**config.mk**
```make
export PLATFORM = sky130hd
export DESIGN_NAME = hysteresis_zero_cross_detector_unit
export DESIGN_NICKNAME = d
export VERILOG_FILES = /design/src/rtl/hzcd_pkg.sv /design/src/rtl/hysteresis_zero_cross_detector_unit.sv /design/src/rtl/hzcd_core.sv /design/src/rtl/hzcd_outq.sv
export SDC_FILE = /design/constraint.sdc
export NUM_CORES = 1
export LEC_CHECK = 0
export BUFFER_PORTS_ARGS = -buffer_cell sky130_fd_sc_hd__buf_4
export CORE_MARGIN = 5
export CORE_UTILIZATION = 59
export DETAILED_ROUTE_END_ITERATION = 8
export PLACE_DENSITY = 0.78
export SYNTH_ARGS = -nofsm -noshare
export SYNTH_HDL_FRONTEND = slang
export SYNTH_HIERARCHICAL = 1
export SYNTH_SLANG_ARGS = --single-unit
```
**constraint.sdc**
```tcl
create_clock -name clk -period 10.39 [get_ports clk]
set_input_delay 0 -clock clk [delete_from_list [all_inputs] [get_ports clk]]
set_output_delay 0 -clock clk [all_outputs]
set_load 0.01 [all_outputs]
```
**src/rtl/hzcd_pkg.sv**
```systemverilog
`default_nettype none
// ----------------------------------------------------------------------------
// hzcd_pkg
// Shared types and codes for the hysteresis zero-crossing detector.
// ----------------------------------------------------------------------------
package hzcd_pkg;

  localparam int CFG_IDX_BITS  = 2;
  localparam int CFG_DATA_BITS = 16;

  localparam logic [CFG_IDX_BITS-1:0] CFG_THRESHOLD   = 2'd0;
  localparam logic [CFG_IDX_BITS-1:0] CFG_HYSTERESIS  = 2'd1;
  localparam logic [CFG_IDX_BITS-1:0] CFG_DIRECTION   = 2'd2;
  localparam logic [CFG_IDX_BITS-1:0] CFG_EVENT_LIMIT = 2'd3;

  localparam logic [1:0] DIR_RISING  = 2'd0;
  localparam logic [1:0] DIR_FALLING = 2'd1;
  localparam logic [1:0] DIR_BOTH    = 2'd2;

  localparam logic [1:0]  DIR_MODE_RESET    = DIR_BOTH;
  localparam logic [15:0] EVENT_LIMIT_RESET = 16'd64;

  localparam logic [1:0] ST_OK        = 2'd0;
  localparam logic [1:0] ST_NO_CROSS  = 2'd1;
  localparam logic [1:0] ST_TOO_FEW   = 2'd2;
  localparam logic [1:0] ST_LIMIT_EXC = 2'd3;

  localparam logic KIND_EVENT   = 1'b0;
  localparam logic KIND_SUMMARY = 1'b1;

  localparam logic EDGE_RISE = 1'b0;
  localparam logic EDGE_FALL = 1'b1;

  localparam int OQ_DEPTH    = 4;
  localparam int OQ_PTR_BITS = 2;
  localparam int OQ_CNT_BITS = 3;

  typedef struct packed {
    logic        kind;
    logic [15:0] index;
    logic        direction;
    logic [15:0] event_total;
    logic [15:0] rising_total;
    logic [15:0] falling_total;
    logic [1:0]  status;
    logic        last;
  } result_t;

  typedef struct packed {
    logic [1:0] cnt;
    result_t    first;
    result_t    second;
  } push_t;

endpackage : hzcd_pkg
`default_nettype wire

```
**src/rtl/hysteresis_zero_cross_detector_unit.sv**
```systemverilog
`default_nettype none
// ----------------------------------------------------------------------------
// hysteresis_zero_cross_detector_unit
// Zero-crossing detector with hysteresis over buffers of signed samples.
// ----------------------------------------------------------------------------
// One sample is taken per cycle while in_stall is low. It lands in an input
// register, is evaluated in the next cycle and its results (a crossing event,
// an end-of-buffer summary, or both) enter a four-entry result queue, from
// whose head they are visible once written. The result port moves one result
// per cycle while out_stall is low, so a sample that yields both an event and
// a summary needs two output transfers; the input stalls when the queue,
// counting the results of the sample now being evaluated and ignoring a result
// leaving in the same cycle, has fewer than two free entries.
// ----------------------------------------------------------------------------
module hysteresis_zero_cross_detector_unit
  import hzcd_pkg::*;
#(
  parameter int SAMPLE_BITS = 16,
  parameter int INDEX_BITS  = 16
) (
  input  wire                             clk,
  input  wire                             rst_n,
  input  wire                             in_valid,
  output logic                            in_stall,
  input  wire  signed [SAMPLE_BITS-1:0]   in_sample,
  input  wire                             in_last_sample,
  output logic                            out_valid,
  input  wire                             out_stall,
  output logic                            out_result_kind,
  output logic        [15:0]              out_sample_index,
  output logic                            out_edge_direction,
  output logic        [15:0]              out_event_total,
  output logic        [15:0]              out_rising_total,
  output logic        [15:0]              out_falling_total,
  output logic        [1:0]               out_status,
  output logic                            out_last_result,
  input  wire                             cfg_wr_en,
  input  wire         [CFG_IDX_BITS-1:0]  cfg_index,
  input  wire         [CFG_DATA_BITS-1:0] cfg_data
);

  push_t                  push;
  result_t                head;
  logic [OQ_CNT_BITS-1:0] count;
  logic                   take;
  logic                   pop;
  logic [OQ_CNT_BITS:0]   fill;

  assign fill     = (OQ_CNT_BITS + 1)'(count) + (OQ_CNT_BITS + 1)'(push.cnt);
  assign in_stall = fill > (OQ_CNT_BITS + 1)'(OQ_DEPTH - 2);
  assign take     = in_valid && !in_stall;
  assign pop      = out_valid && !out_stall;

  hzcd_core #(
    .SAMPLE_BITS(SAMPLE_BITS),
    .INDEX_BITS (INDEX_BITS)
  ) u_core (
    .clk        (clk),
    .rst_n      (rst_n),
    .take       (take),
    .sample     (in_sample),
    .last_sample(in_last_sample),
    .cfg_wr_en  (cfg_wr_en),
    .cfg_index  (cfg_index),
    .cfg_data   (cfg_data),
    .push       (push)
  );

  hzcd_outq u_outq (
    .clk      (clk),
    .rst_n    (rst_n),
    .push     (push),
    .pop      (pop),
    .not_empty(out_valid),
    .head     (head),
    .count    (count)
  );

  assign out_result_kind    = head.kind;
  assign out_sample_index   = head.index;
  assign out_edge_direction = head.direction;
  assign out_event_total    = head.event_total;
  assign out_rising_total   = head.rising_total;
  assign out_falling_total  = head.falling_total;
  assign out_status         = head.status;
  assign out_last_result    = head.last;

endmodule : hysteresis_zero_cross_detector_unit
`default_nettype wire

```
**src/rtl/hzcd_core.sv**
```systemverilog
`default_nettype none
// ----------------------------------------------------------------------------
// hzcd_core
// Input register, configuration registers and the per-sample crossing logic.
// ----------------------------------------------------------------------------
module hzcd_core
  import hzcd_pkg::*;
#(
  parameter int SAMPLE_BITS = 16,
  parameter int INDEX_BITS  = 16
) (
  input  wire                            clk,
  input  wire                            rst_n,
  input  wire                            take,
  input  wire  signed [SAMPLE_BITS-1:0]  sample,
  input  wire                            last_sample,
  input  wire                            cfg_wr_en,
  input  wire         [CFG_IDX_BITS-1:0] cfg_index,
  input  wire         [CFG_DATA_BITS-1:0] cfg_data,
  output push_t                          push
);

  localparam int WIDE     = (SAMPLE_BITS > 16) ? SAMPLE_BITS : 16;
  localparam int CMP_BITS = WIDE + 2;
  localparam int IDX_EXT  = (INDEX_BITS > 16) ? INDEX_BITS : 16;

  logic signed [15:0] thr_r;
  logic        [14:0] hyst_r;
  logic        [1:0]  dir_r;
  logic        [15:0] lim_r;

  logic                          s_valid_r;
  logic signed [SAMPLE_BITS-1:0] s_sample_r;
  logic                          s_last_r;

  logic signed [SAMPLE_BITS-1:0] prev_r, prev_nxt;
  logic                          have_prev_r, have_prev_nxt;
  logic                          rarm_r, rarm_nxt;
  logic                          farm_r, farm_nxt;
  logic        [INDEX_BITS-1:0]  idx_r, idx_nxt;
  logic        [15:0]            ev_r, ev_nxt;
  logic        [15:0]            ri_r, ri_nxt;
  logic        [15:0]            fa_r, fa_nxt;
  logic                          lim_exc_r, lim_exc_nxt;

  logic signed [CMP_BITS-1:0] cur_x, prev_x, thr_x, lower_x, upper_x;
  logic                       rise_en, fall_en, rise_hit, fall_hit, hit, emit, at_limit;
  logic [IDX_EXT-1:0]         idx_ext;
  result_t                    ev_res, sum_res;
  logic [1:0]                 st;

  always_ff @(posedge clk) begin
    if (!rst_n) begin
      thr_r  <= '0;
      hyst_r <= '0;
      dir_r  <= DIR_MODE_RESET;
      lim_r  <= EVENT_LIMIT_RESET;
    end else if (cfg_wr_en) begin
      case (cfg_index)
        CFG_THRESHOLD:   thr_r  <= $signed(cfg_data);
        CFG_HYSTERESIS:  hyst_r <= cfg_data[14:0];
        CFG_DIRECTION:   dir_r  <= cfg_data[1:0];
        CFG_EVENT_LIMIT: lim_r  <= cfg_data;
        default: begin
        end
      endcase
    end
  end

  always_ff @(posedge clk) begin
    if (!rst_n) begin
      s_valid_r <= 1'b0;
    end else begin
      s_valid_r <= take;
    end
    if (take) begin
      s_sample_r <= sample;
      s_last_r   <= last_sample;
    end
  end

  always_comb begin
    cur_x   = CMP_BITS'(s_sample_r);
    prev_x  = CMP_BITS'(prev_r);
    thr_x   = CMP_BITS'(thr_r);
    lower_x = thr_x - $signed(CMP_BITS'(hyst_r));
    upper_x = thr_x + $signed(CMP_BITS'(hyst_r));
    rise_en = (dir_r == DIR_RISING) || (dir_r == DIR_BOTH);
    fall_en = (dir_r == DIR_FALLING) || (dir_r == DIR_BOTH);

    rise_hit = have_prev_r && rise_en && rarm_r && (prev_x < thr_x) && (cur_x >= thr_x);
    fall_hit = have_prev_r && fall_en && farm_r && (prev_x > thr_x) && (cur_x <= thr_x);
    hit      = rise_hit || fall_hit;
    at_limit = ev_r >= lim_r;
    emit     = hit && !lim_exc_r && !at_limit;

    prev_nxt      = s_sample_r;
    have_prev_nxt = 1'b1;
    ev_nxt        = emit ? ev_r + 16'd1 : ev_r;
    ri_nxt        = (emit && rise_hit) ? ri_r + 16'd1 : ri_r;
    fa_nxt        = (emit && fall_hit) ? fa_r + 16'd1 : fa_r;
    lim_exc_nxt   = lim_exc_r || (hit && at_limit);

    if (!have_prev_r) begin
      idx_nxt  = '0;
      rarm_nxt = cur_x <= lower_x;
      farm_nxt = cur_x >= upper_x;
    end else begin
      idx_nxt  = (idx_r != {INDEX_BITS{1'b1}}) ? idx_r + 1'b1 : idx_r;
      rarm_nxt = (rarm_r && !rise_hit) || (cur_x <= lower_x);
      farm_nxt = (farm_r && !fall_hit) || (cur_x >= upper_x);
    end

    idx_ext = IDX_EXT'(idx_nxt);

    if (!have_prev_r) begin
      st = ST_TOO_FEW;
    end else if (lim_exc_nxt) begin
      st = ST_LIMIT_EXC;
    end else if (ev_nxt == 16'd0) begin
      st = ST_NO_CROSS;
    end else begin
      st = ST_OK;
    end

    ev_res               = '0;
    ev_res.kind          = KIND_EVENT;
    ev_res.index         = idx_ext[15:0];
    ev_res.direction     = fall_hit ? EDGE_FALL : EDGE_RISE;
    ev_res.last          = !s_last_r;

    sum_res               = '0;
    sum_res.kind          = KIND_SUMMARY;
    sum_res.index         = idx_ext[15:0];
    sum_res.event_total   = ev_nxt;
    sum_res.rising_total  = ri_nxt;
    sum_res.falling_total = fa_nxt;
    sum_res.status        = st;
    sum_res.last          = 1'b1;

    push = '0;
    if (s_valid_r) begin
      if (emit) begin
        push.first  = ev_res;
        push.second = sum_res;
        push.cnt    = s_last_r ? 2'd2 : 2'd1;
      end else if (s_last_r) begin
        push.first = sum_res;
        push.cnt   = 2'd1;
      end
    end
  end

  always_ff @(posedge clk) begin
    if (!rst_n || (s_valid_r && s_last_r)) begin
      prev_r      <= '0;
      have_prev_r <= 1'b0;
      rarm_r      <= 1'b0;
      farm_r      <= 1'b0;
      idx_r       <= '0;
      ev_r        <= '0;
      ri_r        <= '0;
      fa_r        <= '0;
      lim_exc_r   <= 1'b0;
    end else if (s_valid_r) begin
      prev_r      <= prev_nxt;
      have_prev_r <= have_prev_nxt;
      rarm_r      <= rarm_nxt;
      farm_r      <= farm_nxt;
      idx_r       <= idx_nxt;
      ev_r        <= ev_nxt;
      ri_r        <= ri_nxt;
      fa_r        <= fa_nxt;
      lim_exc_r   <= lim_exc_nxt;
    end
  end

endmodule : hzcd_core
`default_nettype wire

```
**src/rtl/hzcd_outq.sv**
```systemverilog
`default_nettype none
// ----------------------------------------------------------------------------
// hzcd_outq
// Small result queue: takes up to two results a cycle, hands out one.
// ----------------------------------------------------------------------------
module hzcd_outq
  import hzcd_pkg::*;
(
  input  wire                    clk,
  input  wire                    rst_n,
  input  wire push_t             push,
  input  wire                    pop,
  output logic                   not_empty,
  output result_t                head,
  output logic [OQ_CNT_BITS-1:0] count
);

  result_t                 mem [OQ_DEPTH];
  logic [OQ_PTR_BITS-1:0]  wr_ptr_r, wr_ptr_nxt, rd_ptr_r, rd_ptr_nxt, wr_ptr_p1;
  logic [OQ_CNT_BITS-1:0]  cnt_r, cnt_nxt;

  always_comb begin
    wr_ptr_p1  = wr_ptr_r + 1'b1;
    wr_ptr_nxt = wr_ptr_r + OQ_PTR_BITS'(push.cnt);
    rd_ptr_nxt = pop ? rd_ptr_r + 1'b1 : rd_ptr_r;
    cnt_nxt    = cnt_r + OQ_CNT_BITS'(push.cnt) - OQ_CNT_BITS'(pop);
  end

  always_ff @(posedge clk) begin
    if (push.cnt != 2'd0) begin
      mem[wr_ptr_r] <= push.first;
    end
    if (push.cnt == 2'd2) begin
      mem[wr_ptr_p1] <= push.second;
    end
  end

  always_ff @(posedge clk) begin
    if (!rst_n) begin
      wr_ptr_r <= '0;
      rd_ptr_r <= '0;
      cnt_r    <= '0;
    end else begin
      wr_ptr_r <= wr_ptr_nxt;
      rd_ptr_r <= rd_ptr_nxt;
      cnt_r    <= cnt_nxt;
    end
  end

  assign not_empty = cnt_r != '0;
  assign head      = mem[rd_ptr_r];
  assign count     = cnt_r;

endmodule : hzcd_outq
`default_nettype wire
```
Word-level counts from Yosys, hierarchy flattened
Memory sizes are Yosys's and may differ from the RTL's. A register that Yosys moved wholly into a read port is not among the register bits.
Cells that the tools add are included.

word-level totals
  memories kept = 1
  output and inout port bits = 71
  input bits = 40
  bits in read-only memories = 0
  latch bits = 0
  memory bits (writable) = 276
  logic and storage cells = 111
  bits in registers = 158

memories
  name        depth  width  read ports  clocked after Yosys merged registers in  wr ports  RTL line         RTL
  u_outq.mem  4      69     1           1                                        2         hzcd_outq.sv:18  result_t mem [OQ_DEPTH];

operators by class
  divide/modulo/power cells = 0
  bitwise logic cells = 0
  order comparisons = 8
  $mul = 0
  shift-type cells = 0
  reductions and logical operators = 42
  muxes and demuxes = 22
  add/subtract/negate cells = 12
  eq/ne operators = 7

operators by type and width
  kind                   count
  $mux 140               1
  $mux 16                5
  $mux 71                1
  $mux 70                1
  $mux 69                1
  $add 16x1->16 const B  4
  $ge 16x16->1           2
  $logic_and 1x1->1      18
  $add 16x16->17         1
  $ge 16x17->1           1
  $le 16x17->1           1
  $sub 16x16->17         1
  $gt 16x16->1           1
  $le 16x16->1           1
  $logic_not 16->1       1
  $lt 16x16->1           1
  $ne 16x16->1 const B   1
  $mux 2                 5
  $eq 2x2->1 const B     4
  $logic_not 1->1        8
  $mux 1                 8
  $reduce_and 2->1       4
  $logic_or 1x1->1       7
  $add 2x1->2 const B    2
  other kinds (9)        11

Longest topological paths before layout
Gate-level depths: netlist (run 1).

  depth after elaboration = 21
  gate-level depth with buffers = 21
  gate-level depth less buffers = 21

Cells and area by module
The synthesis (run 1) kept the hierarchy.

by module, submodules not included
  module                               area each (µm²)  instances  seq. area each (µm²)  cells each
  hzcd_outq                            13750.7          1          8468.1                715
  hzcd_core                            11023.1          1          3193.1                1419
  hysteresis_zero_cross_detector_unit  100.1            1          0.0                   12

Worst setup path before layout (run 1)
OpenSTA, ideal clock, no wires.

  path type = reg-to-reg
  start = reg u_core.thr_r[13]
  end = mem u_outq/mem[0][0] in the netlist's numbering, enable pin
  stages on the path, launching flop included = 16
  setup slack = 1782 ps
  setup time = 591 ps
  path buffers = 2
  data arrival time = 8016 ps
  cell sequence = dfxtp_1 > inv_1 > ha_1 > a211oi_2 > o21ai_1 > a22o_1 > o31ai_2 > and2_1 > mux2i_4 > and2_4 > clkbuf_1 > ha_1 > and2_1 > buf_4 > o21bai_1 > o21ai_0

RTL lines
  what                    RTL line         RTL
  start, declared         hzcd_core.sv:27  logic signed [15:0] thr_r;
  start signal, assigned  hzcd_core.sv:60  CFG_THRESHOLD: thr_r <= $signed(cfg_data);
  end, declared           hzcd_outq.sv:18

==> metrics.yaml, run 1 <==
cp_cell_sequence: "inv_1 -> ha_1 -> a211oi_2 -> o21ai_1 -> a22o_1 -> o31ai_2 -> and2_1 -> mux2i_4 -> and2_4 -> ha_1 -> and2_1 -> nand4b_1 -> buf_4 -> o21ai_4 -> buf_4"
min_period_ns: 5.78
cp.arrival_ns: 6.00
syn-cell-area_um2: 24900
drtIter0Drc: 1244
asyncSetResetFlopFracSynth_pct: 0
required_ns: 10.61
drt_first_pass_iters: 6
worst_slew_pin_slew_ns: 1.19
clock_latency_ns: 0.60
fmax_mhz: 173
nFillCells: 2983
syn_inst: 2146
final_antenna_net_count: 0
gp_congestion: 0.890
ys_ff_latch: 436
syn_avg_cell_area_um2: 11.6
cp_max_fo: 70
ctsResizeCount: 0
die_h_um: 215
drive_gt1_share_pct: 24.8
cts_tree: "done"
fp.dieArea_um2: 46400
grt_pass1_vias: 17900
dp_hpwl_mm: 37.6
critical_path.slowest_cell: "buf_4"
synth_edf_count: 293
cts_sinks: 436
drv_cap: 0
leakage_nw: 10.1
wl_per_cell_um: 21.3
clock_skew_ns: 0.0239
final_hold_viol_count: 0
worstSetupStartpointType: "flip-flop"
combPwrFrac_pct: 21.2
timing.final.crit_share_pct: 55.6
core_um2: 41900
grt_pass1_wl_mm: 97.1
max_stage_delay_ns: 0.89
clk_pin_slew_ns: 0.06
vias: 17200
crit_family: "compound AO/OA/AOI/OAI gates"
syn2layout_area_growth_pct: 12.5
die_w_um: 215
totalWireLength_mm: 60.3
grt_max_degree: 71
yosysSeqAreaShare_pct: 46.9
antenna_found_initial: 0
p_clk_share_pct: 35.5
maxSlewHeadroom_pct: 20.5
start_util_pct: 59.4
reg2reg_slack_ns: 4.61
finalSetupViolations: 0
cts_root_buf: "clkbuf_16"
cellInternalPower_mw: 3.30
post_dp_cell_area_um2: 26000
endpoint_kind: "flip-flop"
swShare_pct: 27.9
numCtsBuffers: 46
setup_tns_ns: 0
std_cell_rows: 75
cellPowerDensity_nw_per_um2: 163
yosysUniqueCellTypes: 84
h-tree-depth: 2
grt_usage_pct: 25.8
whs_ns: 0.0202
ys.flop_type: "edfxtp_1"
p_sw_mw: 1.27
max-vdd-ir-drop_v: 0.000110
rsz0062_at_grt: "false"
drv_slew: 0
criticalPathCategory: "flip-flop to flip-flop"
yosys_warnings: 6
drc: 0
cp_num_buf_inv: 3
p_seq_share_pct: 43.3
hp-class: "input pin to flip-flop"
power_mw: 4.57
grt.overflow.total: 0
viasPerCell: 6.08
io_buffer_count: 110
nNetsFinal: 2418
io_pins: 111
diodes: 0
outcome: "finished, final reports clean"
clockBufferDepth: 3
stdcell_area_um2: 28000
-- power by group through the flow --
| stage | clock network (mW) | logic [mW] | registers (mW) |
|---|---|---|---|
| 2_1_floorplan | 0 | 0.640 | 1.97 |
| 3_3_place_gp | 0 | 0.945 | 2.02 |
| 3_5_place_dp | 0 | 0.954 | 2.02 |
| 4_1_cts | 1.65 | 0.975 | 1.98 |
| 5_1_grt | 1.72 | 1.05 | 1.99 |
| 6_report | 1.62 | 0.969 | 1.98 |
-- routing by layer --
metal | wire, µm | track usage, %
met1 | 25500 | 34.2
met2 | 29900 | 44.7
met3 | 3310 | 3.00
met5 | 0 | 0
met4 | 1630 | 7.89
-- worst reg2reg max path: stages, from the launching register on --
cell      delay (ns)
dfxtp_1         0.40
inv_1           0.09
ha_1            0.34
a211oi_2        0.23
o21ai_1         0.10
a22o_1          0.31
o31ai_2         0.56
and2_1          0.25
mux2i_4         0.10
and2_4          0.23
ha_1            0.28
and2_1          0.48
nand4b_1        0.18
buf_4           0.89
o21ai_4         0.38
buf_4           0.53
-- cell usage in the layout (no fill, tap or decap), drive strengths merged, types with 24 or more instances in the layout --
master and n:
nand2 198, ha 125, nand3 54, a21boi 48, a21oi 73, nand4 24, edfxtp 293, dlygate4sd3 47
nor3 30, xor2 59, dfxtp 143, nor2 204, mux2 277, clkbuf 60, o21ai 39, buf 128
mux2i 25, inv 90, xnor2 61, mux4 69, and2 39
-- final cells by class --
type                    count  area [µm²]  share of cell area (%)
multi-input cells        1501       12400                    44.3
clock buffers              60        1230                    4.41
inverters                  89         334                    1.19
flip-flops and latches    436       11700                    41.7
clock inverters            26         246                   0.881
repair buffers            175        1430                    5.12
well taps                 539         674                    2.41
-- sequential cells by signal, indices dropped and copies added (netlist names), 3 cells and up, named ones only --
signal / cells
u_core/ev_r: 16
u_core/fa_r: 16
u_core/hyst_r: 15
u_core/idx_r: 16
u_core/lim_r: 16
u_core/prev_nxt: 16
u_core/prev_r: 16
u_core/ri_r: 16
u_core/thr_r: 16
u_outq/count: 3
u_outq/mem: 276
-- metrics by stage --
| step | utilization [%] | std cells | setup WS, ns |
|---|---|---|---|
| 2_1_floorplan | - | 2147 | 1.78 |
| 3_3_place_gp | 62.2 | 2693 | 4.86 |
| 3_5_place_dp | 62.2 | 2693 | 4.71 |
| 4_1_cts | 66.8 | 2826 | 4.67 |
| 5_1_grt | 66.8 | 2826 | 4.33 |
| 6_report | 66.8 | 2826 | 4.61 |
-- cells by family (layout without fill, tap and decap cells) --
group / Yosys count / after routing / share of synthesized area, %
AND/OR/NAND/NOR: 637 / 637 / 11.9
flip-flops: 436 / 436 / 46.9
multiplexers: 371 / 371 / 20.0
AO/OA/AOI/OAI: 240 / 240 / 6.62
buffers and inverters: 210 / 350 / 3.61
adder cells (fa/ha/maj): 129 / 129 / 6.61
XOR/XNOR: 122 / 122 / 4.41
other: 1 / 2 / 0.0151
-- cells in the mapped netlist, types with 3 or more instances --
master     instances  area [µm²]
edfxtp_1         293        8800
mux2_2           257        2890
nor2_1           204         766
nand2_1          197         739
dfxtp_1          143        2860
ha_1             125        1560
inv_1             87         327
a21oi_1           71         355
mux4_2            69        1550
clkbuf_1          65         244
xnor2_1           61         534
xor2_1            59         517
nand3_1           54         270
a21boi_0          48         360
o21ai_0           38         190
and2_1            36         225
buf_2             31         155
nor3_1            29         145
mux2i_1           24         240
nand4_1           24         150
and3_1            21         131
nand2b_1          18         113
a21o_1            14         105
buf_4             13        97.6
nor2b_1           11        68.8
mux2_1            10         113
mux2_4            10         150
buf_1              9        33.8
o21bai_1           9        67.6
or3_1              8        50.1
a211oi_1           7        52.6
a31oi_1            6        37.5
and4_1             6        52.6
o211ai_1           6        45.0
o2111ai_1          5        43.8
fa_1               4        80.1
nor4_1             4        25.0
or2_2              4        25.0
a311oi_1           3        26.3
buf_6              3        33.8
nand3b_1           3        22.5
nor3b_1            3        22.5
o41ai_1            3        26.3
-- worst paths after layout --
path | startpoint | cells past startpoint | endpoint
worst max register to register | u_core/thr_r[9]$_SDFFE_PN0P_ | 15 | u_outq/mem[0][43]$_DFFE_PP_
worst min-delay path | in_valid | 4 | u_core/prev_nxt[10]$_DFFE_PP_
worst min register to register | u_core/lim_r[11]$_SDFFE_PN0P_ | 2 | u_core/lim_r[11]$_SDFFE_PN0P_
worst max-delay path | u_core/thr_r[9]$_SDFFE_PN0P_ | 15 | u_outq/mem[0][43]$_DFFE_PP_
-- what timing repair did --
item | 4_1_cts | 5_1_grt
setup buffers | 0 | 0
hold buffers | 47 | 0
hold endpoints to repair | 74 | 0
Note: power is estimated with default switching activity, not from simulation.
==> inputs of run 2 (changes only) <==
ABC_AREA = 1   (was not set)
CORE_UTILIZATION = 57   (was 59)
PLACE_DENSITY = 0.79   (was 0.78)
clock period = 5.1 ns   (was 10.39 ns; I/O delays follow)
==> run 2 against run 1 <==
  * Via count increased by 25%
  * Highest routed layer unchanged
  * Global-route usage is 0.45 points lower
  * Critical endpoint is now in_stall
  * Critical path depth is 9 higher
  * Clock-buffer cell count is 2 lower
  * Core utilization decreased by 2.0 points
==> metrics.yaml, run 2 <==
outcome: "finished, final reports clean"
final_hold_viol_count: 0  # unchanged
clock_skew_ns: 0.0232  # -0.000711 ns
syn2layout_area_growth_pct: 12.1
timing.rr.start: "u_core/thr_r[5]$_SDFFE_PN0P_"
finalSetupViolations: 0  # unchanged
grt_pass1_vias: 20800  # +16%
h-tree-depth: 2  # unchanged
stdcell_area_um2: 28800  # +2.9%
clk_pin_slew_ns: 0.06  # about the same
netlist_top_cells_count: "nand2_1, inv_1, edfxtp_1"
r2r-end: "u_core/prev_nxt[1]$_DFFE_PP_"
clockBufferDepth: 3  # unchanged
die_h_um: 222  # +3.2%
timing.final.crit_share_pct: 90.2
totalWireLength_mm: 64.5  # +7.0%
synth-simple-area-share_pct: 16.6  # +4.8 points
criticalPathCategory: "flip-flop to primary output"
critical_path.slowest_cell: "fa_1"
synth.area.top_cells: "edfxtp_1, dfxtp_1, nand2_1, inv_1, ha_1"
endpoint_kind: "primary output"
yosysSeqAreaShare_pct: 45.4  # -1.5 points
synth_fa_ha_area_share_pct: 6.40  # -0.21 points
cellPowerDensity_nw_per_um2: 360  # +120%
diodes: 0  # unchanged
rr_worst_depth: 25  # +10
worst_slew_pin_slew_ns: 1.06  # -0.130 ns
post_dp_cell_area_um2: 26600  # +2.2%
drv_slew: 0  # unchanged
cts_root_buf: "clkbuf_16"
cp.arrival_ns: 4.60  # -1.40 ns
cp_cell_sequence: "inv_1 -> ha_1 -> a21oi_1 -> nor2_1 -> nor2_1 -> nand2_1 -> nand2_1 -> nand2_1 -> nand2_1 -> nand2_1 -> nor2_1 -> nand2_2 -> nand2_4 -> nand3_4 -> inv_2 -> ha_1 -> nand2_1 -> inv_1 -> ha_1 -> fa_1 -> nand2_1 -> o21a_1 -> nand2_2 -> buf_4"
asyncSetResetFlopFracSynth_pct: 0  # unchanged
die_w_um: 222  # +3.2%
drc: 0  # unchanged
path_common_cell: "nand2_1"
ys.flop_type: "edfxtp_1"
fp.dieArea_um2: 49400  # +6.6%
dp_cells: 3706  # +38%
antenna_found_initial: 0  # unchanged
hp-start: "in_sample[6]"
io_pins: 111  # unchanged
min_path_cells: 2  # -2
cts_tree: "done"
setup_ws_ns: 0.498  # -4.11 ns
grt_max_degree: 226  # +220%
yosysTopAreaCellShare_pct: 34.2  # -1.1 points
syn_avg_cell_area_um2: 8.15  # -30%
cp_num_buf_inv: 4  # +1
dp_hpwl_mm: 41.5  # +10%
rsz0062_at_grt: "false"
drive_gt1_share_pct: 10.0  # -15 points
yosys.area.top_type: "edfxtp_1"
final-instance-count-excl-fill: 3845  # +36%
grt_usage_pct: 25.3  # -0.45 points
required_ns: 5.10  # -5.51 ns
gp_congestion: 0.926  # +4.1%
hp-class: "input pin to flip-flop"
std_cell_rows: 77  # +2.7%
synth_edf_count: 293  # unchanged
largest_register_ffs: 276  # unchanged
syn_inst: 3152  # +47%
viasPerCell: 5.59  # -8.2%
yosysUniqueCellTypes: 53  # -37%
leakage_nw: 11.2  # +11%
syn-cell-area_um2: 25700  # +3.3%
synth_top_family_by_area: "compound AO/OA/AOI/OAI gates"
hold_end: "u_core/prev_nxt[6]$_DFFE_PP_"
setup_tns_ns: 0  # unchanged
io_buffer_count: 110  # unchanged
final_antenna_net_count: 0  # unchanged
synth_compound_area_share_pct: 19.0  # +12 points
cts_sinks: 436  # unchanged
final_cell_mix: "nand2_1, inv_1, edfxtp_1"
reg2reg_slack_ns: 0.54  # -4.07 ns
max-vdd-ir-drop_v: 0.000317  # +190%
drt_first_pass_iters: 9  # +3
grt_pass1_wl_mm: 104  # +7.3%
ctsResizeCount: 0  # unchanged
core_um2: 44400  # +6.1%
max_stage_delay_ns: 0.49  # -0.40 ns
numCtsBuffers: 48  # +4.3%
top_register: "u_outq/mem"
cp_max_fo: 24  # -66%
min_period_ns: 4.60
clock_latency_ns: 0.60  # about the same
start_util_pct: 57.8  # -1.6 points
worstSetupStartpointType: "flip-flop"
drtIter0Drc: 1932  # +55%
power_mw: 10.4  # +130%
yosys_warnings: 6  # unchanged
synth.most_common_cell: "nand2_1"
crit_family: "simple AND/OR/NAND/NOR gates"
drv_cap: 0  # unchanged
final_common_cell: "nand2_1"
wl_per_cell_um: 16.8  # -21%
fmax_mhz: 217
grt.overflow.total: 0  # unchanged
detailedPlace.worstSlack_ns: 0.563  # -4.15 ns
maxSlewHeadroom_pct: 29.3  # +8.9 points
ys_ff_latch: 436  # unchanged
muxShareOfSynthArea_pct: 0  # -20 points
nNetsFinal: 3383  # +40%
vias: 21500  # +25%
synthXorXnorAreaFrac_pct: 2.05  # -2.4 points
-- run 2: cells by family (layout without fill, tap and decap cells) --
family / count (synthesis) / in the layout
AO/OA/AOI/OAI: 864 / 864
AND/OR/NAND/NOR: 1046 / 1046
adder cells (fa/ha/maj): 129 / 129
XOR/XNOR: 60 / 60
other: 1 / 2
buffers and inverters: 616 / 716
flip-flops: 436 / 436
-- run 2: worst max-delay path by stage --
stage	start	end	slack, ns	cells after the start
after floorplan	u_core/thr_r[15]$_SDFFE_PN0P_	u_outq/mem[3][0]$_DFFE_PP_	0.34	24
after global placement	u_core/thr_r[5]$_SDFFE_PN0P_	u_core/prev_nxt[1]$_DFFE_PP_	0.83	25
after detailed placement	u_core/thr_r[5]$_SDFFE_PN0P_	u_core/prev_nxt[1]$_DFFE_PP_	0.56	25
after CTS	u_core/thr_r[5]$_SDFFE_PN0P_	in_stall	0.44	24
after global routing	u_core/thr_r[5]$_SDFFE_PN0P_	in_stall	0.19	24
final	u_core/thr_r[5]$_SDFFE_PN0P_	in_stall	0.50	24
-- run 2: report_power, final --
group	switching [mW]	internal, mW
Clock	1.47	2.28
Combinational	1.51	0.912
Sequential	0.232	3.96
-- run 2: through the flow --
stage | utilization (%) | hold WS (ns)
after floorplan | - | 0.0935
after global placement | 59.9 | 0.178
after detailed placement | 59.9 | 0.179
after CTS | 64.8 | 0.105
after global routing | 64.8 | 0.128
final | 64.8 | 0.137
-- run 2: what timing repair did --
item,4_1_cts,5_1_grt
endpoints found under the hold margin,78,0
hold buffers,50,0
endpoints found under the setup margin,0,0
buffers inserted,0,0
-- run 2: per-layer routing --
layer	part of all wire, %	track usage (%)
met1	41	32.6
met4	2.8	8.47
met5	0	0
met2	49	44.5
met3	6.3	3.06
-- run 2: area by class of cell --
cell class	count	area, µm²
Clock buffer	58	1260
Multi-Input combinational cell	2101	11400
Fill cell	3615	15600
Timing Repair Buffer	189	1680
Clock inverter	31	445
Tap cell	592	741
Sequential cell	436	11700
Inverter	438	1640
